===== src/rtl/qvu_pkg.sv =====
package qvu_pkg;

    // Default chain length
    localparam int unsigned NumStatesDef = 16;

    // Configuration register indexes
    localparam logic [7:0] CFG_ENABLE    = 8'd0;
    localparam logic [7:0] CFG_LEARN     = 8'd1;
    localparam logic [7:0] CFG_DISCOUNT  = 8'd2;
    localparam logic [7:0] CFG_THRESHOLD = 8'd3;

    // Configuration reset values
    localparam logic [14:0] LearnRateRst = 15'd3277;
    localparam logic [14:0] DiscountRst  = 15'd24576;
    localparam logic [15:0] ThresholdRst = 16'd32767;

    // Action codes
    localparam logic [1:0] ACT_DOWN = 2'd0;
    localparam logic [1:0] ACT_STAY = 2'd1;
    localparam logic [1:0] ACT_UP   = 2'd2;

    // Input transaction
    typedef struct packed {
        logic signed [15:0] reward;
        logic [15:0]        random_word;
        logic [1:0]         random_action;
    } t_in;

    // Output transaction
    typedef struct packed {
        logic [1:0]         chosen_action;
        logic               explored;
        logic signed [31:0] future_max;
        logic signed [31:0] updated_value;
        logic [7:0]         next_state;
    } t_out;

    // Value table read address select
    typedef enum logic [1:0] {
        RD_DN,
        RD_CUR,
        RD_UP
    } t_rd_sel;

    // Controller to datapath commands
    typedef struct packed {
        logic    load;
        t_rd_sel rd_sel;
        logic    cap_dn;
        logic    cap_cur;
        logic    cap_up;
        logic    do_max;
        logic    do_sum;
        logic    do_mlo;
        logic    do_mhi;
        logic    do_wb;
    } t_cmd;

endpackage


===== src/rtl/qvu_ctrl.sv =====
module qvu_ctrl import qvu_pkg::*; (
    input  logic i_clk,
    input  logic i_rst_n,
    input  logic i_enable,
    input  logic i_in_valid,
    output logic o_in_stall,
    output logic o_out_valid,
    input  logic i_out_stall,
    output t_cmd o_cmd
);

    typedef enum logic [3:0] {
        S_IDLE,
        S_RD_DN,
        S_RD_CUR,
        S_RD_UP,
        S_MAX,
        S_SUM,
        S_MLO,
        S_MHI,
        S_WB
    } t_state;

    t_state r_state;
    logic   r_out_valid;
    logic   w_accept;
    logic   w_wb_go;

    assign o_in_stall  = (r_state != S_IDLE);
    assign o_out_valid = r_out_valid;
    assign w_accept    = i_in_valid && (r_state == S_IDLE);
    // write back only once the output register is free or draining
    assign w_wb_go     = (r_state == S_WB) && (!r_out_valid || !i_out_stall);

    // State and output valid
    always_ff @(posedge i_clk) begin
        if (!i_rst_n) begin
            r_state     <= S_IDLE;
            r_out_valid <= 1'b0;
        end else begin
            if (w_wb_go) begin
                r_out_valid <= 1'b1;
            end else if (r_out_valid && !i_out_stall) begin
                r_out_valid <= 1'b0;
            end
            case (r_state)
                S_IDLE: begin
                    // disabled transactions are taken and dropped
                    if (w_accept && i_enable) begin
                        r_state <= S_RD_DN;
                    end
                end
                S_RD_DN:  r_state <= S_RD_CUR;
                S_RD_CUR: r_state <= S_RD_UP;
                S_RD_UP:  r_state <= S_MAX;
                S_MAX:    r_state <= S_SUM;
                S_SUM:    r_state <= S_MLO;
                S_MLO:    r_state <= S_MHI;
                S_MHI:    r_state <= S_WB;
                S_WB: begin
                    if (w_wb_go) begin
                        r_state <= S_IDLE;
                    end
                end
                default:  r_state <= S_IDLE;
            endcase
        end
    end

    // Command decode
    always_comb begin
        o_cmd         = '0;
        o_cmd.rd_sel  = RD_DN;
        o_cmd.load    = w_accept && i_enable;
        o_cmd.do_wb   = w_wb_go;
        case (r_state)
            S_IDLE:   o_cmd.rd_sel = RD_DN;
            S_RD_DN: begin
                o_cmd.cap_dn = 1'b1;
                o_cmd.rd_sel = RD_CUR;
            end
            S_RD_CUR: begin
                o_cmd.cap_cur = 1'b1;
                o_cmd.rd_sel  = RD_UP;
            end
            S_RD_UP:  o_cmd.cap_up = 1'b1;
            S_MAX:    o_cmd.do_max = 1'b1;
            S_SUM:    o_cmd.do_sum = 1'b1;
            S_MLO:    o_cmd.do_mlo = 1'b1;
            S_MHI:    o_cmd.do_mhi = 1'b1;
            default:  o_cmd.rd_sel = RD_DN;
        endcase
    end

endmodule


===== src/rtl/qvu_dp.sv =====
module qvu_dp import qvu_pkg::*; #(
    parameter int unsigned NUM_STATES = NumStatesDef
) (
    input  logic        i_clk,
    input  logic        i_rst_n,
    input  t_cmd        i_cmd,
    input  t_in         i_in_data,
    input  logic [14:0] i_learn_rate,
    input  logic [14:0] i_discount,
    input  logic [15:0] i_threshold,
    output t_out        o_out_data
);

    localparam int unsigned SW = (NUM_STATES > 1) ? $clog2(NUM_STATES) : 1;
    localparam logic [SW-1:0] LastState = SW'(NUM_STATES - 1);

    // Value table with per-entry valid bits (invalid entries read as zero)
    logic signed [31:0] r_mem [NUM_STATES];
    logic [NUM_STATES-1:0] r_vld;
    logic signed [31:0] r_rd_data;
    logic               r_rd_vld;
    logic signed [31:0] w_rd_value;
    logic [SW-1:0]      w_rd_addr;

    // Present state and neighbor indexes
    logic [SW-1:0] r_present;
    logic [SW-1:0] w_idx_dn;
    logic [SW-1:0] w_idx_up;
    logic          w_boundary;

    // Latched transaction
    logic signed [15:0] r_reward;
    logic               r_explore;
    logic [1:0]         r_ract;

    // Datapath registers
    logic signed [31:0] r_v_dn;
    logic signed [31:0] r_v_cur;
    logic signed [31:0] r_v_up;
    logic signed [31:0] r_best;
    logic [1:0]         r_act;
    logic signed [48:0] r_sum;
    logic [38:0]        r_plo;
    logic signed [63:0] r_prod;
    t_out               r_out;

    // Combinational next values
    logic signed [31:0] n_best;
    logic [1:0]         n_greedy;
    logic [1:0]         n_act;
    logic signed [47:0] n_gb;
    logic signed [48:0] n_sum;
    logic signed [39:0] n_phi;
    logic [63:0]        n_phi_sh;
    logic signed [63:0] n_prod;
    logic signed [33:0] n_delta;
    logic signed [34:0] n_nv;
    logic signed [31:0] n_sat;
    logic [SW-1:0]      n_next;

    assign w_idx_dn   = (r_present == '0) ? r_present : r_present - SW'(1);
    assign w_idx_up   = (r_present == LastState) ? r_present : r_present + SW'(1);
    assign w_boundary = (r_present == '0) || (r_present == LastState);

    always_comb begin
        case (i_cmd.rd_sel)
            RD_DN:   w_rd_addr = w_idx_dn;
            RD_CUR:  w_rd_addr = r_present;
            RD_UP:   w_rd_addr = w_idx_up;
            default: w_rd_addr = r_present;
        endcase
    end

    assign w_rd_value = r_rd_vld ? r_rd_data : 32'sd0;

    // Table read and write port
    always_ff @(posedge i_clk) begin
        r_rd_data <= r_mem[w_rd_addr];
        if (i_cmd.do_wb) begin
            r_mem[r_present] <= n_sat;
        end
    end

    // Valid bits and registered read flag
    always_ff @(posedge i_clk) begin
        if (!i_rst_n) begin
            r_vld    <= '0;
            r_rd_vld <= 1'b0;
        end else begin
            r_rd_vld <= r_vld[w_rd_addr];
            if (i_cmd.do_wb) begin
                r_vld[r_present] <= 1'b1;
            end
        end
    end

    // Max over neighbors, first maximum wins; then the action pick
    always_comb begin
        n_best   = r_v_dn;
        n_greedy = ACT_DOWN;
        if (r_v_cur > n_best) begin
            n_best   = r_v_cur;
            n_greedy = ACT_STAY;
        end
        if (r_v_up > n_best) begin
            n_best   = r_v_up;
            n_greedy = ACT_UP;
        end
        if (r_explore) begin
            n_act = (r_ract > ACT_UP) ? ACT_STAY : r_ract;
        end else if (w_boundary) begin
            n_act = ACT_DOWN;
        end else begin
            n_act = n_greedy;
        end
    end

    // reward*2^15 + gamma*best - cur*2^15
    assign n_gb  = $signed({1'b0, i_discount}) * r_best;
    assign n_sum = ($signed(49'(r_reward)) <<< 15) + 49'(n_gb)
                   - ($signed(49'(r_v_cur)) <<< 15);

    // High partial product of alpha*sum, joined with the low one
    assign n_phi    = $signed({1'b0, i_learn_rate}) * $signed(r_sum[48:24]);
    assign n_phi_sh = {n_phi, 24'b0};
    assign n_prod   = $signed(n_phi_sh) + $signed({25'b0, r_plo});

    // Divide by 2^30 toward zero, add, saturate
    always_comb begin
        n_delta = r_prod[63:30];
        if (r_prod[63] && (r_prod[29:0] != '0)) begin
            n_delta = n_delta + 34'sd1;
        end
        n_nv = 35'(r_v_cur) + 35'(n_delta);
        if (n_nv[34:31] == 4'b0000 || n_nv[34:31] == 4'b1111) begin
            n_sat = n_nv[31:0];
        end else if (n_nv[34]) begin
            n_sat = 32'sh8000_0000;
        end else begin
            n_sat = 32'sh7FFF_FFFF;
        end
    end

    // Clamped move
    always_comb begin
        case (r_act)
            ACT_DOWN: n_next = w_idx_dn;
            ACT_UP:   n_next = w_idx_up;
            default:  n_next = r_present;
        endcase
    end

    // Present state
    always_ff @(posedge i_clk) begin
        if (!i_rst_n) begin
            r_present <= '0;
        end else if (i_cmd.do_wb) begin
            r_present <= n_next;
        end
    end

    // Payload pipeline
    always_ff @(posedge i_clk) begin
        if (i_cmd.load) begin
            r_reward  <= i_in_data.reward;
            r_explore <= (i_in_data.random_word > i_threshold);
            r_ract    <= i_in_data.random_action;
        end
        if (i_cmd.cap_dn) begin
            r_v_dn <= w_rd_value;
        end
        if (i_cmd.cap_cur) begin
            r_v_cur <= w_rd_value;
        end
        if (i_cmd.cap_up) begin
            r_v_up <= w_rd_value;
        end
        if (i_cmd.do_max) begin
            r_best <= n_best;
            r_act  <= n_act;
        end
        if (i_cmd.do_sum) begin
            r_sum <= n_sum;
        end
        if (i_cmd.do_mlo) begin
            r_plo <= {15'b0, r_sum[23:0]} * {24'b0, i_learn_rate};
        end
        if (i_cmd.do_mhi) begin
            r_prod <= n_prod;
        end
        if (i_cmd.do_wb) begin
            r_out.chosen_action <= r_act;
            r_out.explored      <= r_explore;
            r_out.future_max    <= r_best;
            r_out.updated_value <= n_sat;
            r_out.next_state    <= 8'(n_next);
        end
    end

    assign o_out_data = r_out;

endmodule


===== src/rtl/q_value_update_epsilon_greedy.sv =====
// Channel   Direction  Handshake               Payload
// input     in         i_in_valid / o_in_stall   t_in  i_in_data
// output    out        o_out_valid / i_out_stall t_out o_out_data
// config    in         i_cfg_valid / o_cfg_ready i_cfg_index, i_cfg_data
//
// One enabled transaction goes from acceptance to the next acceptance through
// three reads of the value table on its one read port, a compare, a sum with the gamma
// product, the alpha product in two halves and the write-back.
// A transaction taken while disabled is dropped in the cycle it arrives.
// Reset is synchronous; it clears the state and the table valid bits and loads the config reset values.
// A stalled output holds the write-back cycle until the output register frees.
module q_value_update_epsilon_greedy import qvu_pkg::*; #(
    parameter int unsigned NUM_STATES = NumStatesDef
) (
    input  logic        i_clk,
    input  logic        i_rst_n,
    input  logic        i_in_valid,
    output logic        o_in_stall,
    input  t_in         i_in_data,
    output logic        o_out_valid,
    input  logic        i_out_stall,
    output t_out        o_out_data,
    input  logic        i_cfg_valid,
    output logic        o_cfg_ready,
    input  logic [7:0]  i_cfg_index,
    input  logic [15:0] i_cfg_data
);

    logic        r_enable;
    logic [14:0] r_learn_rate;
    logic [14:0] r_discount;
    logic [15:0] r_threshold;
    t_cmd        w_cmd;

    assign o_cfg_ready = 1'b1;

    // Configuration registers
    always_ff @(posedge i_clk) begin
        if (!i_rst_n) begin
            r_enable     <= 1'b0;
            r_learn_rate <= LearnRateRst;
            r_discount   <= DiscountRst;
            r_threshold  <= ThresholdRst;
        end else if (i_cfg_valid && o_cfg_ready) begin
            case (i_cfg_index)
                CFG_ENABLE:    r_enable     <= i_cfg_data[0];
                CFG_LEARN:     r_learn_rate <= i_cfg_data[14:0];
                CFG_DISCOUNT:  r_discount   <= i_cfg_data[14:0];
                CFG_THRESHOLD: r_threshold  <= i_cfg_data;
                default:       r_enable     <= r_enable;
            endcase
        end
    end

    qvu_ctrl u_ctrl (
        .i_clk       (i_clk),
        .i_rst_n     (i_rst_n),
        .i_enable    (r_enable),
        .i_in_valid  (i_in_valid),
        .o_in_stall  (o_in_stall),
        .o_out_valid (o_out_valid),
        .i_out_stall (i_out_stall),
        .o_cmd       (w_cmd)
    );

    qvu_dp #(
        .NUM_STATES (NUM_STATES)
    ) u_dp (
        .i_clk        (i_clk),
        .i_rst_n      (i_rst_n),
        .i_cmd        (w_cmd),
        .i_in_data    (i_in_data),
        .i_learn_rate (r_learn_rate),
        .i_discount   (r_discount),
        .i_threshold  (r_threshold),
        .o_out_data   (o_out_data)
    );

endmodule

===== config.mk =====
export PLATFORM = sky130hd
export DESIGN_NAME = q_value_update_epsilon_greedy
export DESIGN_NICKNAME = d
export VERILOG_FILES = /design/src/rtl/qvu_pkg.sv /design/src/rtl/qvu_ctrl.sv /design/src/rtl/qvu_dp.sv /design/src/rtl/q_value_update_epsilon_greedy.sv
export SDC_FILE = /design/constraint.sdc
export NUM_CORES = 2
export LEC_CHECK = 0
export BUFFER_PORTS_ARGS = -buffer_cell sky130_fd_sc_hd__buf_2
export CAP_MARGIN = 20
export CELL_PAD_IN_SITES_DETAIL_PLACEMENT = 1
export CELL_PAD_IN_SITES_GLOBAL_PLACEMENT = 1
export CORE_ASPECT_RATIO = 1.2
export CORE_MARGIN = 3
export CORE_UTILIZATION = 40
export CTS_CLUSTER_SIZE = 16
export DETAILED_ROUTE_END_ITERATION = 10
export PLACE_DENSITY = 0.68
export SYNTH_ARGS = -nofsm -noshare
export SYNTH_HDL_FRONTEND = slang
export SYNTH_SLANG_ARGS = --single-unit

===== constraint.sdc =====
create_clock -name i_clk -period 7.5 [get_ports i_clk]
set_clock_uncertainty 0.15 [all_clocks]
set_input_delay 0.375 -clock i_clk [delete_from_list [all_inputs] [get_ports i_clk]]
set_output_delay 0.375 -clock i_clk [all_outputs]
set_load 0.05 [all_outputs]

==> flow_summary_export.csv <==
group,metric,value,unit
timing,period_needed,7.36,ns
placed_design,placed_area,91200,um^2
global_routing,grt.met1_usage,28.3,%
power_and_ir_drop,leakage,40.6,nW
timing,slew_viol_final,0,
logic_synthesis,ys.flop_type,"edfxtp_1",
critical_path,cp_max_fo,5,
route,wire_per_inst,23.7,um
logic_synthesis,synth.most_common_cell,"inv_1",
cells_and_area,final_layout_size_suffix_gt1_share,12.6,%
job,maxCapViolations,0,
placed_design,dp_slack,-0.329,ns
hold_path,hp-class,"primary input to flop",
global_routing,use_met3,2.35,%
placed_design,gp_congestion,0.900,
timing,final-hold-violation-count,0,
logic_synthesis,syn_area,85200,um^2
global_routing,top_usage_layer,"met2",
logic_synthesis,seq_area_frac_synth,33.6,%
critical_path,arrival,7.69,ns
logic_synthesis,synthDistinctLibCells,96,
clock_network,cts_root_buf,"clkbuf_16",
timing,fin_crit_sh,98.1,%
timing,finalSetupTns,0,ns
logic_synthesis,ys_async_sr_fraction,0,%
placed_design,hpwl,196000,um
critical_path,critical-path-slowest-cell,"edfxtp_1",
clock_network,clk_latency,0.78,ns
power_and_ir_drop,irDropWorstVdd,0.230,mV
route,routed-via-count,56800,
route,drc,0,
route,drt_iter0_markers,2944,
timing,holdWs,0.0644,ns
global_routing,antenna_found_initial,14,
timing,setup_viol,0,
cells_and_area,nFillCells,22600,
global_routing,grt_use_total,23.6,%
placed_design,numPortBuffers,135,
timing,rsz0062_at_grt,"yes",
route,via_per_inst,5.30,
global_routing,grt_util_met2,43.7,%
critical_path,worstPathRequired,7.83,ns
floorplan,die_width,427,um
power_and_ir_drop,p_per_area,192,nW/um^2
logic_synthesis,netlist_top_cells_count,"inv_1, fa_1, edfxtp_1, nand2_1, and2_1",
status,status,"finished clean",
cells_and_area,multiInputGateArea,50900,um^2
logic_synthesis,synth-seq-cells,989,
global_routing,grt_max_degree,133,
clock_network,cts_tree,"yes",
clock_network,cts_max_level,3,
cells_and_area,nNetsFinal,9495,
timing,relSlewSlack,32.8,%
logic_synthesis,yosysTopAreaCellShare,31.1,%
global_routing,grt_pass1_vias,64600,
floorplan,design.portCount,141,
floorplan,die_h,512,um
cells_and_area,final_area,96200,um^2
logic_synthesis,synth_top_cell_by_area,"edfxtp_1",
clock_network,cts.path.max_buffers,3,
logic_synthesis,syn_inst,7476,
floorplan,std_cell_rows,185,
route,wirelength,254000,um
logic_synthesis,syn_avg_cell_area,11.4,um^2
critical_path,start_kind,"flop",
critical_path,crit_path_frequent_cell,"fa_1",
floorplan,core,212000,um^2
critical_path,crit_type,"flop to flop",
power_and_ir_drop,p_total,18.4,mW
global_routing,gr-total-overflow,0,
logic_synthesis,yosys_warnings,0,
cells_and_area,seq_area,28700,um^2
route,detail-route-antenna-nets,0,
timing,tightest_slew,1.01,ns
clock_network,clkSinkCount,989,
timing,max_freq,136,MHz
critical_path,endpoint_kind,"flop",
critical_path,slowest_delay,0.55,ns
timing,fin_ws,0.143,ns
logic_synthesis,synth_edf_count,884,
floorplan,initial_core_util,40.3,%
floorplan,die_area,219000,um^2
cells_and_area,area_growth,12.8,%
route,first_pass_iters,7,
clock_network,cts-buffers-inserted,106,
clock_network,clk_pin_slew_worst_paths,0.06,ns
global_routing,grt_pass1_wl,393000,um
logic_synthesis,synth.area.top_cells,"edfxtp_1, fa_1, ha_1",
## per-stage QoR
stage / instances / util [%]
5_1_grt: 10700 / 45.4
2_1_floorplan: 7479 / -
6_report: 10700 / 45.4
3_5_place_dp: 10400 / 43.1
3_3_place_gp: 10400 / 43.1
4_1_cts: 10700 / 45.1
## repair_timing
| item | 4_1_cts | 5_1_grt |
|---|---|---|
| gates resized for setup | 18 | 96 |
| hold buffers | 39 | 0 |
| buffers inserted | 12 | 35 |
| endpoints found under the hold margin | 74 | 0 |
| setup endpoints to repair | 16 | 26 |
| pin swaps | 12 | 44 |
## worst max-delay path, delay by kind of cell, from the launching register on
kind	cells	cell delay [ns]
AO/OA/AOI/OAI	8	1.20
buffers and inverters	6	0.44
AND/OR/NAND/NOR	6	0.97
adder cells (fa/ha/maj)	8	3.51
flip-flops	1	0.55
XOR/XNOR	2	0.21
## sequential cells by signal, indices dropped and copies added, names as in the netlist, 2 cells and up
name and flops:
r_discount 15, r_learn_rate 15, r_threshold 16, u_ctrl.r_state 4, u_dp.o_out_data 71, u_dp.r_act 2
u_dp.r_best 32, u_dp.r_mem 512, u_dp.r_plo 39, u_dp.r_present 4, u_dp.r_prod 64, u_dp.r_ract 2
u_dp.r_rd_data 32, u_dp.r_reward 16, u_dp.r_sum 49, u_dp.r_v_cur 32, u_dp.r_v_dn 32, u_dp.r_v_up 32
u_dp.r_vld 16
## path summary, 6_finish.rpt
check	startpoint	end	slack, ns	cells past startpoint
max reg2reg	u_dp.r_sum[30]$_DFFE_PP_	u_dp.r_prod[57]$_DFFE_PP_	0.14	30
max	u_dp.r_sum[30]$_DFFE_PP_	u_dp.r_prod[57]$_DFFE_PP_	0.14	30
min	i_cfg_index[5]	r_threshold[15]$_SDFFE_PN0P_	0.06	5
min reg2reg	u_dp.r_plo[10]$_DFFE_PP_	u_dp.r_prod[10]$_DFFE_PP_	0.26	0
## cell type report
cell class	count	area share, %
Tap cell	2805	3.65
Multi-Input combinational cell	4821	52.9
Sequential cell	989	29.8
Inverter	1329	5.19
Clock inverter	70	0.877
Antenna cell	4	0.0104
Clock buffer	129	2.86
Timing Repair Buffer	571	4.67
## kinds of logic after synthesis
group	after synthesis	synth area share, %
buffers and inverters	1669	7.47
adders and majority gates	1614	33.9
muxes	270	5.12
DFF	989	33.6
and+or+nand+nor	1957	11.5
AOI/OAI and AO/OA	762	6.18
other	2	0.00881
xor gates and xnor gates	213	2.19
## where the power goes
group          internal, mW  switching [mW]  leakage (nW)
registers              6.67           0.147          8.77
logic                  2.41            3.78          30.1
clock network          3.04            2.38          1.71
total                  12.1            6.30          40.6
## metal layers
| metal | share of wire [%] | wire length (um) |
|---|---|---|
| met2 | 54 | 137000 |
| met5 | 0.027 | 68 |
| met1 | 39 | 98500 |
| met4 | 3.6 | 9150 |
| met3 | 3.6 | 9110 |
## placed cells by master (no fill, tap or decap), types with 73 or more instances in the layout
| master | instances |
|---|---|
| a21o_1 | 112 |
| ha_1 | 444 |
| inv_1 | 1320 |
| xnor2_1 | 147 |
| o21ai_0 | 73 |
| fa_1 | 1160 |
| dfxtp_1 | 91 |
| nor2_1 | 126 |
| nand2_1 | 853 |
| and2_1 | 556 |
| a21oi_1 | 192 |
| clkbuf_16 | 106 |
| buf_4 | 355 |
| edfxtp_1 | 884 |
| mux2i_1 | 132 |
| mux4_2 | 132 |
| nor2b_1 | 81 |
| buf_2 | 135 |
No activity file was read; power rests on OpenSTA's default activity.
